<file path="src/cfpd_pkg.sv">
// types and constants shared by the frame to pwm settings block
package cfpd_pkg;

   localparam int ID_W     = 29;
   localparam int CLK_W    = 28;
   localparam int BYTE_W   = 8;
   localparam int FREQ_W   = 16;
   localparam int VAL_W    = 16;
   localparam int CHAN_W   = 2;
   localparam int CSR_IDX_W = 2;
   localparam int CSR_DATA_W = 29;
   localparam int PROD_W   = BYTE_W + CLK_W;

   // register indexes
   localparam logic [CSR_IDX_W-1:0] CSR_CLOCK_HZ  = 2'd0;
   localparam logic [CSR_IDX_W-1:0] CSR_FIRST_ID  = 2'd1;
   localparam logic [CSR_IDX_W-1:0] CSR_SECOND_ID = 2'd2;

   localparam logic [CLK_W-1:0] CLOCK_HZ_RESET  = 28'd16000000;
   localparam logic [ID_W-1:0]  FIRST_ID_RESET  = 29'h20;
   localparam logic [ID_W-1:0]  SECOND_ID_RESET = 29'h23;

   // divide by 100 as a multiply: exact for products below 2^23
   localparam int SCALE_IN_W = 23;
   localparam int RECIP_W    = 24;
   localparam int RECIP_SHIFT = 30;
   localparam logic [RECIP_W-1:0] RECIP_100 = 24'd10737419;
   localparam int SCALED_W   = SCALE_IN_W + RECIP_W;

   // duty*q at or above this gives a compare over 16 bits
   localparam logic [PROD_W-1:0] CMP_PROD_LIMIT = 36'd6553600;
   // quotient above this gives a top over 16 bits
   localparam logic [CLK_W-1:0] Q_LIMIT = 28'd65536;
   localparam logic [VAL_W-1:0] VAL_MAX = 16'hFFFF;

   typedef struct packed {
      logic              bank;     // 0: channels 0/1, 1: channels 2/3
      logic [FREQ_W-1:0] freq_a;
      logic [BYTE_W-1:0] duty_a;
      logic [FREQ_W-1:0] freq_b;
      logic [BYTE_W-1:0] duty_b;
   } job_type;

endpackage

</file>
<file path="src/cfpd_div.sv">
// serial restoring divider, one quotient bit per cycle
module cfpd_div (
   input  logic                         clock,
   input  logic                         reset,
   input  logic                         start,
   input  logic [cfpd_pkg::CLK_W-1:0]   dividend,
   input  logic [cfpd_pkg::FREQ_W-1:0]  divisor,
   output logic                         done,
   output logic [cfpd_pkg::CLK_W-1:0]   quotient
);

   localparam int CW    = cfpd_pkg::CLK_W;
   localparam int DW    = cfpd_pkg::FREQ_W;
   localparam int CNT_W = $clog2(CW);

   logic             busy_ff, busy_in;
   logic             done_ff, done_in;
   logic [CNT_W-1:0] cnt_ff, cnt_in;
   logic [DW:0]      rem_ff, rem_in;
   logic [CW-1:0]    quo_ff, quo_in;
   logic [DW-1:0]    dvs_ff, dvs_in;
   logic [DW:0]      rem_sh;
   logic             fits;

   always_comb begin
      rem_sh  = {rem_ff[DW-1:0], quo_ff[CW-1]};
      fits    = rem_sh >= {1'b0, dvs_ff};
      busy_in = busy_ff;
      done_in = 1'b0;
      cnt_in  = cnt_ff;
      rem_in  = rem_ff;
      quo_in  = quo_ff;
      dvs_in  = dvs_ff;
      if (start && !busy_ff) begin
         busy_in = 1'b1;
         cnt_in  = '0;
         rem_in  = '0;
         quo_in  = dividend;
         dvs_in  = divisor;
      end else if (busy_ff) begin
         rem_in = fits ? (rem_sh - {1'b0, dvs_ff}) : rem_sh;
         quo_in = {quo_ff[CW-2:0], fits};
         cnt_in = cnt_ff + 1'b1;
         if (cnt_ff == CNT_W'(CW - 1)) begin
            busy_in = 1'b0;
            done_in = 1'b1;
         end
      end
   end

   always_ff @(posedge clock) begin
      if (reset) begin
         busy_ff <= 1'b0;
         done_ff <= 1'b0;
      end else begin
         busy_ff <= busy_in;
         done_ff <= done_in;
      end
      cnt_ff <= cnt_in;
      rem_ff <= rem_in;
      quo_ff <= quo_in;
      dvs_ff <= dvs_in;
   end

   assign done     = done_ff;
   assign quotient = quo_ff;

endmodule

</file>
<file path="src/cfpd_front.sv">
// frame intake: identifier match and a short job queue toward the back end
module cfpd_front #(
   parameter int QUEUE_DEPTH = 2
) (
   input  logic                         clock,
   input  logic                         reset,
   input  logic                         req_valid,
   output logic                         req_ready,
   input  logic [cfpd_pkg::ID_W-1:0]    req_frame_id,
   input  logic [cfpd_pkg::BYTE_W-1:0]  req_byte0,
   input  logic [cfpd_pkg::BYTE_W-1:0]  req_byte1,
   input  logic [cfpd_pkg::BYTE_W-1:0]  req_byte2,
   input  logic [cfpd_pkg::BYTE_W-1:0]  req_byte3,
   input  logic [cfpd_pkg::BYTE_W-1:0]  req_byte4,
   input  logic [cfpd_pkg::BYTE_W-1:0]  req_byte5,
   input  logic [cfpd_pkg::ID_W-1:0]    first_id,
   input  logic [cfpd_pkg::ID_W-1:0]    second_id,
   output logic                         job_valid,
   output cfpd_pkg::job_type            job,
   input  logic                         job_pop
);

   localparam int CNT_W = $clog2(QUEUE_DEPTH + 1);

   cfpd_pkg::job_type slot_ff [QUEUE_DEPTH];
   cfpd_pkg::job_type slot_in [QUEUE_DEPTH];
   logic [CNT_W-1:0]  count_ff, count_in;
   logic [CNT_W-1:0]  wr_idx;
   logic              match_first, match_second, push, pop;
   cfpd_pkg::job_type new_job;

   always_comb begin
      match_first  = req_frame_id == first_id;
      match_second = !match_first && (req_frame_id == second_id);
      req_ready    = count_ff != CNT_W'(QUEUE_DEPTH);
      // frames with other identifiers are taken and dropped
      push         = req_valid && req_ready && (match_first || match_second);
      pop          = job_pop && (count_ff != '0);
      new_job.bank   = match_second;
      new_job.freq_a = {req_byte1, req_byte0};
      new_job.duty_a = req_byte2;
      new_job.freq_b = {req_byte4, req_byte3};
      new_job.duty_b = req_byte5;
      wr_idx   = pop ? (count_ff - 1'b1) : count_ff;
      count_in = count_ff + CNT_W'(push) - CNT_W'(pop);
      for (int i = 0; i < QUEUE_DEPTH; i++) begin
         slot_in[i] = slot_ff[i];
         if (pop && (i + 1 < QUEUE_DEPTH)) begin
            slot_in[i] = slot_ff[(i + 1) % QUEUE_DEPTH];
         end
         if (push && (wr_idx == CNT_W'(i))) begin
            slot_in[i] = new_job;
         end
      end
   end

   always_ff @(posedge clock) begin
      if (reset) begin
         count_ff <= '0;
      end else begin
         count_ff <= count_in;
      end
      slot_ff <= slot_in;
   end

   assign job_valid = count_ff != '0;
   assign job       = slot_ff[0];

endmodule

</file>
<file path="src/cfpd_back.sv">
// channel sequencer: divide, scale, clamp and hand out one result per channel
module cfpd_back (
   input  logic                         clock,
   input  logic                         reset,
   input  logic [cfpd_pkg::CLK_W-1:0]   clock_hz,
   input  logic                         job_valid,
   input  cfpd_pkg::job_type            job,
   output logic                         job_pop,
   output logic                         rsp_valid,
   input  logic                         rsp_ready,
   output logic [cfpd_pkg::CHAN_W-1:0]  rsp_channel,
   output logic                         rsp_enable,
   output logic [cfpd_pkg::VAL_W-1:0]   rsp_period_top,
   output logic [cfpd_pkg::VAL_W-1:0]   rsp_compare,
   output logic                         rsp_saturated,
   output logic                         rsp_last
);

   localparam int CW = cfpd_pkg::CLK_W;
   localparam int VW = cfpd_pkg::VAL_W;

   typedef enum logic [4:0] {
      S_IDLE  = 5'b00001,
      S_DIV   = 5'b00010,
      S_MUL   = 5'b00100,
      S_SCALE = 5'b01000,
      S_FIN   = 5'b10000
   } state_type;

   state_type state_ff, state_in;
   logic      half_ff, half_in;
   logic      off_ff, off_in;
   logic [cfpd_pkg::PROD_W-1:0]   prod_ff, prod_in;
   logic [cfpd_pkg::SCALED_W-1:0] scaled_ff, scaled_in;
   logic      big_ff, big_in;

   logic                         rsp_valid_ff, rsp_valid_in;
   logic [cfpd_pkg::CHAN_W-1:0]  chan_ff, chan_in;
   logic                         en_ff, en_in;
   logic [VW-1:0]                top_ff, top_in;
   logic [VW-1:0]                cmp_ff, cmp_in;
   logic                         sat_ff, sat_in;
   logic                         last_ff, last_in;

   logic [cfpd_pkg::FREQ_W-1:0]  cur_freq;
   logic [cfpd_pkg::BYTE_W-1:0]  cur_duty;
   logic                         div_start, div_done;
   logic [CW-1:0]                quo;
   logic                         load, q_big;

   cfpd_div u_div (
      .clock    (clock),
      .reset    (reset),
      .start    (div_start),
      .dividend (clock_hz),
      .divisor  (cur_freq),
      .done     (div_done),
      .quotient (quo)
   );

   always_comb begin
      cur_freq  = half_ff ? job.freq_b : job.freq_a;
      cur_duty  = half_ff ? job.duty_b : job.duty_a;
      state_in  = state_ff;
      half_in   = half_ff;
      off_in    = off_ff;
      prod_in   = prod_ff;
      scaled_in = scaled_ff;
      big_in    = big_ff;
      div_start = 1'b0;
      job_pop   = 1'b0;
      q_big     = quo > cfpd_pkg::Q_LIMIT;
      // output register frees up when empty or being taken
      load      = (state_ff == S_FIN) && (!rsp_valid_ff || rsp_ready);

      chan_in = chan_ff;
      en_in   = en_ff;
      top_in  = top_ff;
      cmp_in  = cmp_ff;
      sat_in  = sat_ff;
      last_in = last_ff;
      rsp_valid_in = rsp_valid_ff && !rsp_ready;

      case (state_ff)
         S_IDLE: begin
            if (job_valid) begin
               if (cur_freq == '0 || cur_duty == '0) begin
                  off_in   = 1'b1;
                  state_in = S_FIN;
               end else begin
                  off_in    = 1'b0;
                  div_start = 1'b1;
                  state_in  = S_DIV;
               end
            end
         end
         S_DIV: begin
            if (div_done) begin
               state_in = S_MUL;
            end
         end
         S_MUL: begin
            prod_in  = cur_duty * quo;
            state_in = S_SCALE;
         end
         S_SCALE: begin
            big_in    = prod_ff >= cfpd_pkg::CMP_PROD_LIMIT;
            scaled_in = prod_ff[cfpd_pkg::SCALE_IN_W-1:0] * cfpd_pkg::RECIP_100;
            state_in  = S_FIN;
         end
         S_FIN: begin
            if (load) begin
               rsp_valid_in = 1'b1;
               chan_in = {job.bank, half_ff};
               last_in = half_ff;
               if (off_ff) begin
                  en_in  = 1'b0;
                  top_in = '0;
                  cmp_in = '0;
                  sat_in = 1'b0;
               end else begin
                  en_in = 1'b1;
                  if (quo == '0) begin
                     top_in = '0;
                  end else if (q_big) begin
                     top_in = cfpd_pkg::VAL_MAX;
                  end else begin
                     top_in = VW'(quo - 1'b1);
                  end
                  cmp_in = big_ff ? cfpd_pkg::VAL_MAX
                                  : scaled_ff[cfpd_pkg::RECIP_SHIFT +: VW];
                  sat_in = q_big || big_ff;
               end
               if (half_ff) begin
                  job_pop = 1'b1;
                  half_in = 1'b0;
               end else begin
                  half_in = 1'b1;
               end
               state_in = S_IDLE;
            end
         end
         default: begin
            state_in = S_IDLE;
         end
      endcase
   end

   always_ff @(posedge clock) begin
      if (reset) begin
         state_ff     <= S_IDLE;
         half_ff      <= 1'b0;
         rsp_valid_ff <= 1'b0;
      end else begin
         state_ff     <= state_in;
         half_ff      <= half_in;
         rsp_valid_ff <= rsp_valid_in;
      end
      off_ff    <= off_in;
      prod_ff   <= prod_in;
      scaled_ff <= scaled_in;
      big_ff    <= big_in;
      chan_ff   <= chan_in;
      en_ff     <= en_in;
      top_ff    <= top_in;
      cmp_ff    <= cmp_in;
      sat_ff    <= sat_in;
      last_ff   <= last_in;
   end

   assign rsp_valid      = rsp_valid_ff;
   assign rsp_channel    = chan_ff;
   assign rsp_enable     = en_ff;
   assign rsp_period_top = top_ff;
   assign rsp_compare    = cmp_ff;
   assign rsp_saturated  = sat_ff;
   assign rsp_last       = last_ff;

endmodule

</file>
<file path="src/can_frame_to_pwm_period_duty.sv">
// Frame to pwm settings: each accepted frame whose identifier matches first_id or
// second_id gives two result beats (channels 0/1 or 2/3, last set on the second);
// other frames are taken and give nothing. A front end takes one frame per cycle, while
// its queue has room, into a queue of QUEUE_DEPTH matched frames; the back end works one
// channel at a time through a single serial divider. Each channel goes through divider
// start, 28 quotient steps, done, multiply, scale, output load; a channel that is off skips
// straight to output load. Results wait in an output register while the front
// keeps accepting. Registers are written at once through csr_we; write them only while idle.
module can_frame_to_pwm_period_duty #(
   parameter int QUEUE_DEPTH = 2
) (
   input  logic                            clock,
   input  logic                            reset,
   input  logic                            csr_we,
   input  logic [cfpd_pkg::CSR_IDX_W-1:0]  csr_index,
   input  logic [cfpd_pkg::CSR_DATA_W-1:0] csr_wdata,
   input  logic                            req_valid,
   output logic                            req_ready,
   input  logic [cfpd_pkg::ID_W-1:0]       req_frame_id,
   input  logic [cfpd_pkg::BYTE_W-1:0]     req_byte0,
   input  logic [cfpd_pkg::BYTE_W-1:0]     req_byte1,
   input  logic [cfpd_pkg::BYTE_W-1:0]     req_byte2,
   input  logic [cfpd_pkg::BYTE_W-1:0]     req_byte3,
   input  logic [cfpd_pkg::BYTE_W-1:0]     req_byte4,
   input  logic [cfpd_pkg::BYTE_W-1:0]     req_byte5,
   output logic                            rsp_valid,
   input  logic                            rsp_ready,
   output logic [cfpd_pkg::CHAN_W-1:0]     rsp_channel,
   output logic                            rsp_enable,
   output logic [cfpd_pkg::VAL_W-1:0]      rsp_period_top,
   output logic [cfpd_pkg::VAL_W-1:0]      rsp_compare,
   output logic                            rsp_saturated,
   output logic                            rsp_last
);

   logic [cfpd_pkg::CLK_W-1:0] clock_hz_ff, clock_hz_in;
   logic [cfpd_pkg::ID_W-1:0]  first_id_ff, first_id_in;
   logic [cfpd_pkg::ID_W-1:0]  second_id_ff, second_id_in;

   logic              job_valid, job_pop;
   cfpd_pkg::job_type job;

   always_comb begin
      clock_hz_in  = clock_hz_ff;
      first_id_in  = first_id_ff;
      second_id_in = second_id_ff;
      if (csr_we) begin
         case (csr_index)
            cfpd_pkg::CSR_CLOCK_HZ:  clock_hz_in  = csr_wdata[cfpd_pkg::CLK_W-1:0];
            cfpd_pkg::CSR_FIRST_ID:  first_id_in  = csr_wdata[cfpd_pkg::ID_W-1:0];
            cfpd_pkg::CSR_SECOND_ID: second_id_in = csr_wdata[cfpd_pkg::ID_W-1:0];
            default: begin
               // unused index, write ignored
            end
         endcase
      end
   end

   always_ff @(posedge clock) begin
      if (reset) begin
         clock_hz_ff  <= cfpd_pkg::CLOCK_HZ_RESET;
         first_id_ff  <= cfpd_pkg::FIRST_ID_RESET;
         second_id_ff <= cfpd_pkg::SECOND_ID_RESET;
      end else begin
         clock_hz_ff  <= clock_hz_in;
         first_id_ff  <= first_id_in;
         second_id_ff <= second_id_in;
      end
   end

   cfpd_front #(
      .QUEUE_DEPTH (QUEUE_DEPTH)
   ) u_front (
      .clock        (clock),
      .reset        (reset),
      .req_valid    (req_valid),
      .req_ready    (req_ready),
      .req_frame_id (req_frame_id),
      .req_byte0    (req_byte0),
      .req_byte1    (req_byte1),
      .req_byte2    (req_byte2),
      .req_byte3    (req_byte3),
      .req_byte4    (req_byte4),
      .req_byte5    (req_byte5),
      .first_id     (first_id_ff),
      .second_id    (second_id_ff),
      .job_valid    (job_valid),
      .job          (job),
      .job_pop      (job_pop)
   );

   cfpd_back u_back (
      .clock          (clock),
      .reset          (reset),
      .clock_hz       (clock_hz_ff),
      .job_valid      (job_valid),
      .job            (job),
      .job_pop        (job_pop),
      .rsp_valid      (rsp_valid),
      .rsp_ready      (rsp_ready),
      .rsp_channel    (rsp_channel),
      .rsp_enable     (rsp_enable),
      .rsp_period_top (rsp_period_top),
      .rsp_compare    (rsp_compare),
      .rsp_saturated  (rsp_saturated),
      .rsp_last       (rsp_last)
   );

endmodule

</file>
<file path="config.mk">
export PLATFORM = sky130hd
export DESIGN_NAME = can_frame_to_pwm_period_duty
export DESIGN_NICKNAME = d
export VERILOG_FILES = /design/src/cfpd_pkg.sv /design/src/cfpd_div.sv /design/src/cfpd_front.sv /design/src/cfpd_back.sv /design/src/can_frame_to_pwm_period_duty.sv
export SDC_FILE = /design/constraint.sdc
export NUM_CORES = 2
export LEC_CHECK = 0
export BUFFER_PORTS_ARGS = -buffer_cell sky130_fd_sc_hd__buf_2
export CAP_MARGIN = 30
export CORE_MARGIN = 2
export CORE_UTILIZATION = 30
export CTS_CLUSTER_SIZE = 12
export DETAILED_ROUTE_END_ITERATION = 8
export GPL_TIMING_DRIVEN = 1
export PLACE_DENSITY = 0.43
export SLEW_MARGIN = 10
export SYNTH_ARGS = -nofsm -noshare
export SYNTH_HDL_FRONTEND = slang
export SYNTH_SLANG_ARGS = --single-unit
</file>
<file path="constraint.sdc">
create_clock -name clock -period 8.83 [get_ports clock]
set_input_delay 0 -clock clock [delete_from_list [all_inputs] [get_ports clock]]
set_output_delay 0 -clock clock [all_outputs]
set_load 0.1 [all_outputs]
</file>
==> flow_metrics.env <==
export IMPL_ys_ff_latch=350
export IMPL_synth_cell_types=79
export IMPL_area_delta_synth_final_pct=14.4
export IMPL_slew_headroom=0.345
export IMPL_clk_latency_ps=600
export IMPL_synthesis_instances=2959
export IMPL_tritoncts="done"
export IMPL_hpwlAfterDp_um=67100
export IMPL_holdWs_ps=122
export IMPL_die_w_um=325
export IMPL_row_count=117
export IMPL_synth_area_um2=30900
export IMPL_startpoint="u_back.prod_ff[14]$_DFFE_PN_"
export IMPL_wirelength_um=85100
export IMPL_viasPerCell=4.53
export IMPL_p_per_area_nw_per_um2=111
export IMPL_grt_max_degree=70
export IMPL_period_minus_slack_ps=7150
export IMPL_cts_made_buffers=42
export IMPL_antenna_found_initial=2
export IMPL_layout_cells_non_filler=4560
export IMPL_yosysWarningCount=0
export IMPL_diodes=0
export IMPL_clockBufferDepth=3
export IMPL_vdd_drop_max_uv=136
export IMPL_drv_cap=0
export IMPL_synth_enable_flop_cells=232
export IMPL_setup_viol=0
export IMPL_crit_required_ps=9170
export IMPL_placed_cell_area_um2=33100
export IMPL_placed_cells=4397
export IMPL_fin_area_um2=35300
export IMPL_tns_ps=0
export IMPL_fin_nets=3950
export IMPL_drc=0
export IMPL_vias=20700
export IMPL_post_route_period_util=0.810
export IMPL_drtAntennaViolNets=0
export IMPL_die_h_um=325
export IMPL_synth_seq_area_share=0.302
export IMPL_h_tree_depth=2
export IMPL_port_buffers=151
export IMPL_postCtsSetupBuffers=0
export IMPL_first_pass_iters=5
export IMPL_start_util=0.303
export IMPL_critPathCaptureType="flop"
export IMPL_worstPathMaxFanout=6
export IMPL_io_pins=152
export IMPL_fmax_ghz=0.140
export IMPL_gp_congestion=0.861
export IMPL_grt_usage=0.163
export IMPL_multi_input_area_um2=19300
export IMPL_fill_cells=10500
export IMPL_overflow=0
export IMPL_drt_iter0_markers=1014
export IMPL_hp_class="in -> reg"
export IMPL_root_buffer="clkbuf_16"
export IMPL_final_seq_area_um2=9330
export IMPL_fp_coreArea_um2=102000
export IMPL_ys_flop_type="edfxtp_1"
export IMPL_r2r_start="u_back.prod_ff[14]$_DFFE_PN_"
export IMPL_clock_skew_ps=32.9
export IMPL_synth_avg_cell_area_um2=10.4
export IMPL_grt_pass1_wl_um=133000
export IMPL_outcome="finished clean"
export IMPL_grt_setup_unrepaired="false"
export IMPL_tightest_slew_ps=963
export IMPL_wl_per_cell_um=18.7
export IMPL_drive_above_1_share=0.113
export IMPL_p_leak_uw=0.0155
export IMPL_grt_pass1_vias=22200
export IMPL_hold_viol_final=0
export IMPL_setup_worst_path_class="reg -> reg"
export IMPL_synthArstFlopShare=0
export IMPL_hold_path_startpoint="req_byte4[0]"
export IMPL_die_area_um2=106000
export IMPL_cts_sinks=350
export IMPL_critPathLaunchType="flop"
export IMPL_path_clk_slew_ps=60
export IMPL_slew_violations=0
export IMPL_synth_net_count=3750
export IMPL_worstPathArrival_ps=7490
cell families (layout without fill, tap and decap cells):
| group | count (synthesis) | in the layout | share of synthesized area |
|---|---|---|---|
| AOI/OAI and AO/OA | 349 | 349 | 0.0733 |
| xor gates and xnor gates | 133 | 133 | 0.0377 |
| adders and majority gates | 678 | 678 | 0.360 |
| buffers and inverters | 606 | 839 | 0.0759 |
| DFF | 350 | 350 | 0.302 |
| muxes | 104 | 104 | 0.0377 |
| and+or+nand+nor | 739 | 739 | 0.113 |
worst max-delay path: stages (launching register included):
cell and delay, ps:
edfxtp_1 590, inv_1 190, fa_1 620, inv_1 70, ha_1 280, inv_1 50, fa_1 550, inv_1 60
fa_1 500, fa_1 520, fa_1 540, inv_1 50, fa_1 520, inv_1 40, ha_1 340, nand4_1 150
nor3_1 220, a2bb2oi_1 110, a21oi_1 430, nand3_1 350, a21oi_1 320, o31a_1 190, o21ai_0 70, o31a_1 120
synth_stat cells, drive strengths merged, types with 4 or more instances:
cell type	number	area (µm²)
nor3	30	150
inv	500	1880
xor2	55	482
clkbuf	80	300
and3	11	71.3
a211oi	11	82.6
nand4	21	131
o311ai	5	43.8
edfxtp	232	6970
a21o	40	300
or4	4	30.0
nand3b	21	158
a22o	7	61.3
mux2i	5	50.1
a221oi	4	58.8
o211ai	11	87.6
a31oi	8	50.1
o21a	11	82.6
nor4b	4	35.0
o41ai	4	42.6
fa	351	7030
o21bai	6	45.0
xnor2	78	683
buf	26	168
nand2b	13	81.3
and2	51	319
or2	6	37.5
nand2	368	1380
o31ai	9	91.3
nand3	24	120
dfxtp	118	2360
a21oi	154	771
mux2	99	1110
ha	327	4090
nor2b	58	370
a21boi	5	41.3
o21ai	46	238
nor4	23	144
nor2	91	342
per-stage QoR:
step,utilization,power [µW],setup WS [ps]
finish,0.347,3930,1680
global route,0.347,4120,1230
CTS,0.347,4000,1530
detailed placement,0.325,2250,1540
global placement,0.325,2250,1500
floorplan,-,2130,2440
sequential cells by signal, summed over array words and instances, names as in the netlist:
signal and count:
u_front.slot_ff 49, u_back.u_div.quotient 28, u_back.rsp_valid 1, u_back.rsp_compare 16, u_back.state_ff 5, u_back.u_div.dvs_ff 16, u_back.scaled_ff 16, u_back.u_div.busy_ff 1
second_id_ff 29, u_back.half_ff 1, u_back.big_ff 1, u_front.job 49, first_id_ff 29, u_back.rsp_period_top 16, u_back.off_ff 1, clock_hz_ff 28
u_back.rsp_saturated 1, u_back.u_div.rem_ff 16, u_back.u_div.done 1, u_back.prod_ff 36, u_back.rsp_channel 2, u_back.u_div.cnt_ff 5, u_front.count_ff 2, u_back.rsp_enable 1
power breakdown:
group	switching [µW]	internal, µW
Clock	753	933
Combinational	233	198
Sequential	37.1	1780
layer usage:
layer / vias to the layer above / global-route usage / share of wire
li1: 10100 / - / -
met1: 10200 / 0.224 / 0.48
met2: 322 / 0.269 / 0.47
met3: 90 / 0.0238 / 0.036
met4: 2 / 0.0380 / 0.021
met5: - / 0 / 0.00013
final timing paths:
path                                           to  slack (ps)  cells past startpoint
setup / recovery   u_back.scaled_ff[43]$_DFFE_PP_        1680                     23
hold / removal      u_front.slot_ff[16]$_DFFE_PP_         120                      2
setup reg to reg   u_back.scaled_ff[43]$_DFFE_PP_        1680                     23
hold reg to reg   u_back.rsp_channel[1]$_DFFE_PP_         420                      0
placed cells by master (no fill, tap or decap), types with 24 or more instances in the layout:
master,Yosys,layout
a21o_1,40,40
nand3_1,24,24
xor2_1,55,55
mux2_2,94,94
a21oi_1,154,153
and2_1,51,51
nor2b_1,57,56
inv_1,500,500
o21ai_0,42,42
dfxtp_1,118,118
fa_1,351,351
buf_2,5,151
nand2_1,368,367
edfxtp_1,232,232
ha_1,327,327
nor2_1,91,90
clkbuf_16,0,42
dlygate4sd3_1,0,85
nor3_1,30,30
xnor2_1,78,78
what timing repair did:
action / 4_1_cts / 5_1_grt
endpoints found under the setup margin: 0 / 0
hold buffers: 85 / 0
endpoints found under the hold margin: 191 / 0
resized for setup: 0 / 0
cell type report:
| type | instances | area share |
|---|---|---|
| flip-flops and latches | 350 | 0.264 |
| inverters | 500 | 0.0531 |
| clock inverters | 26 | 0.00616 |
| repair buffers | 262 | 0.0518 |
| well taps | 1368 | 0.0485 |
| multi-input cells | 2003 | 0.545 |
| clock buffers | 51 | 0.0313 |
Power figures use the tool's default switching activity.
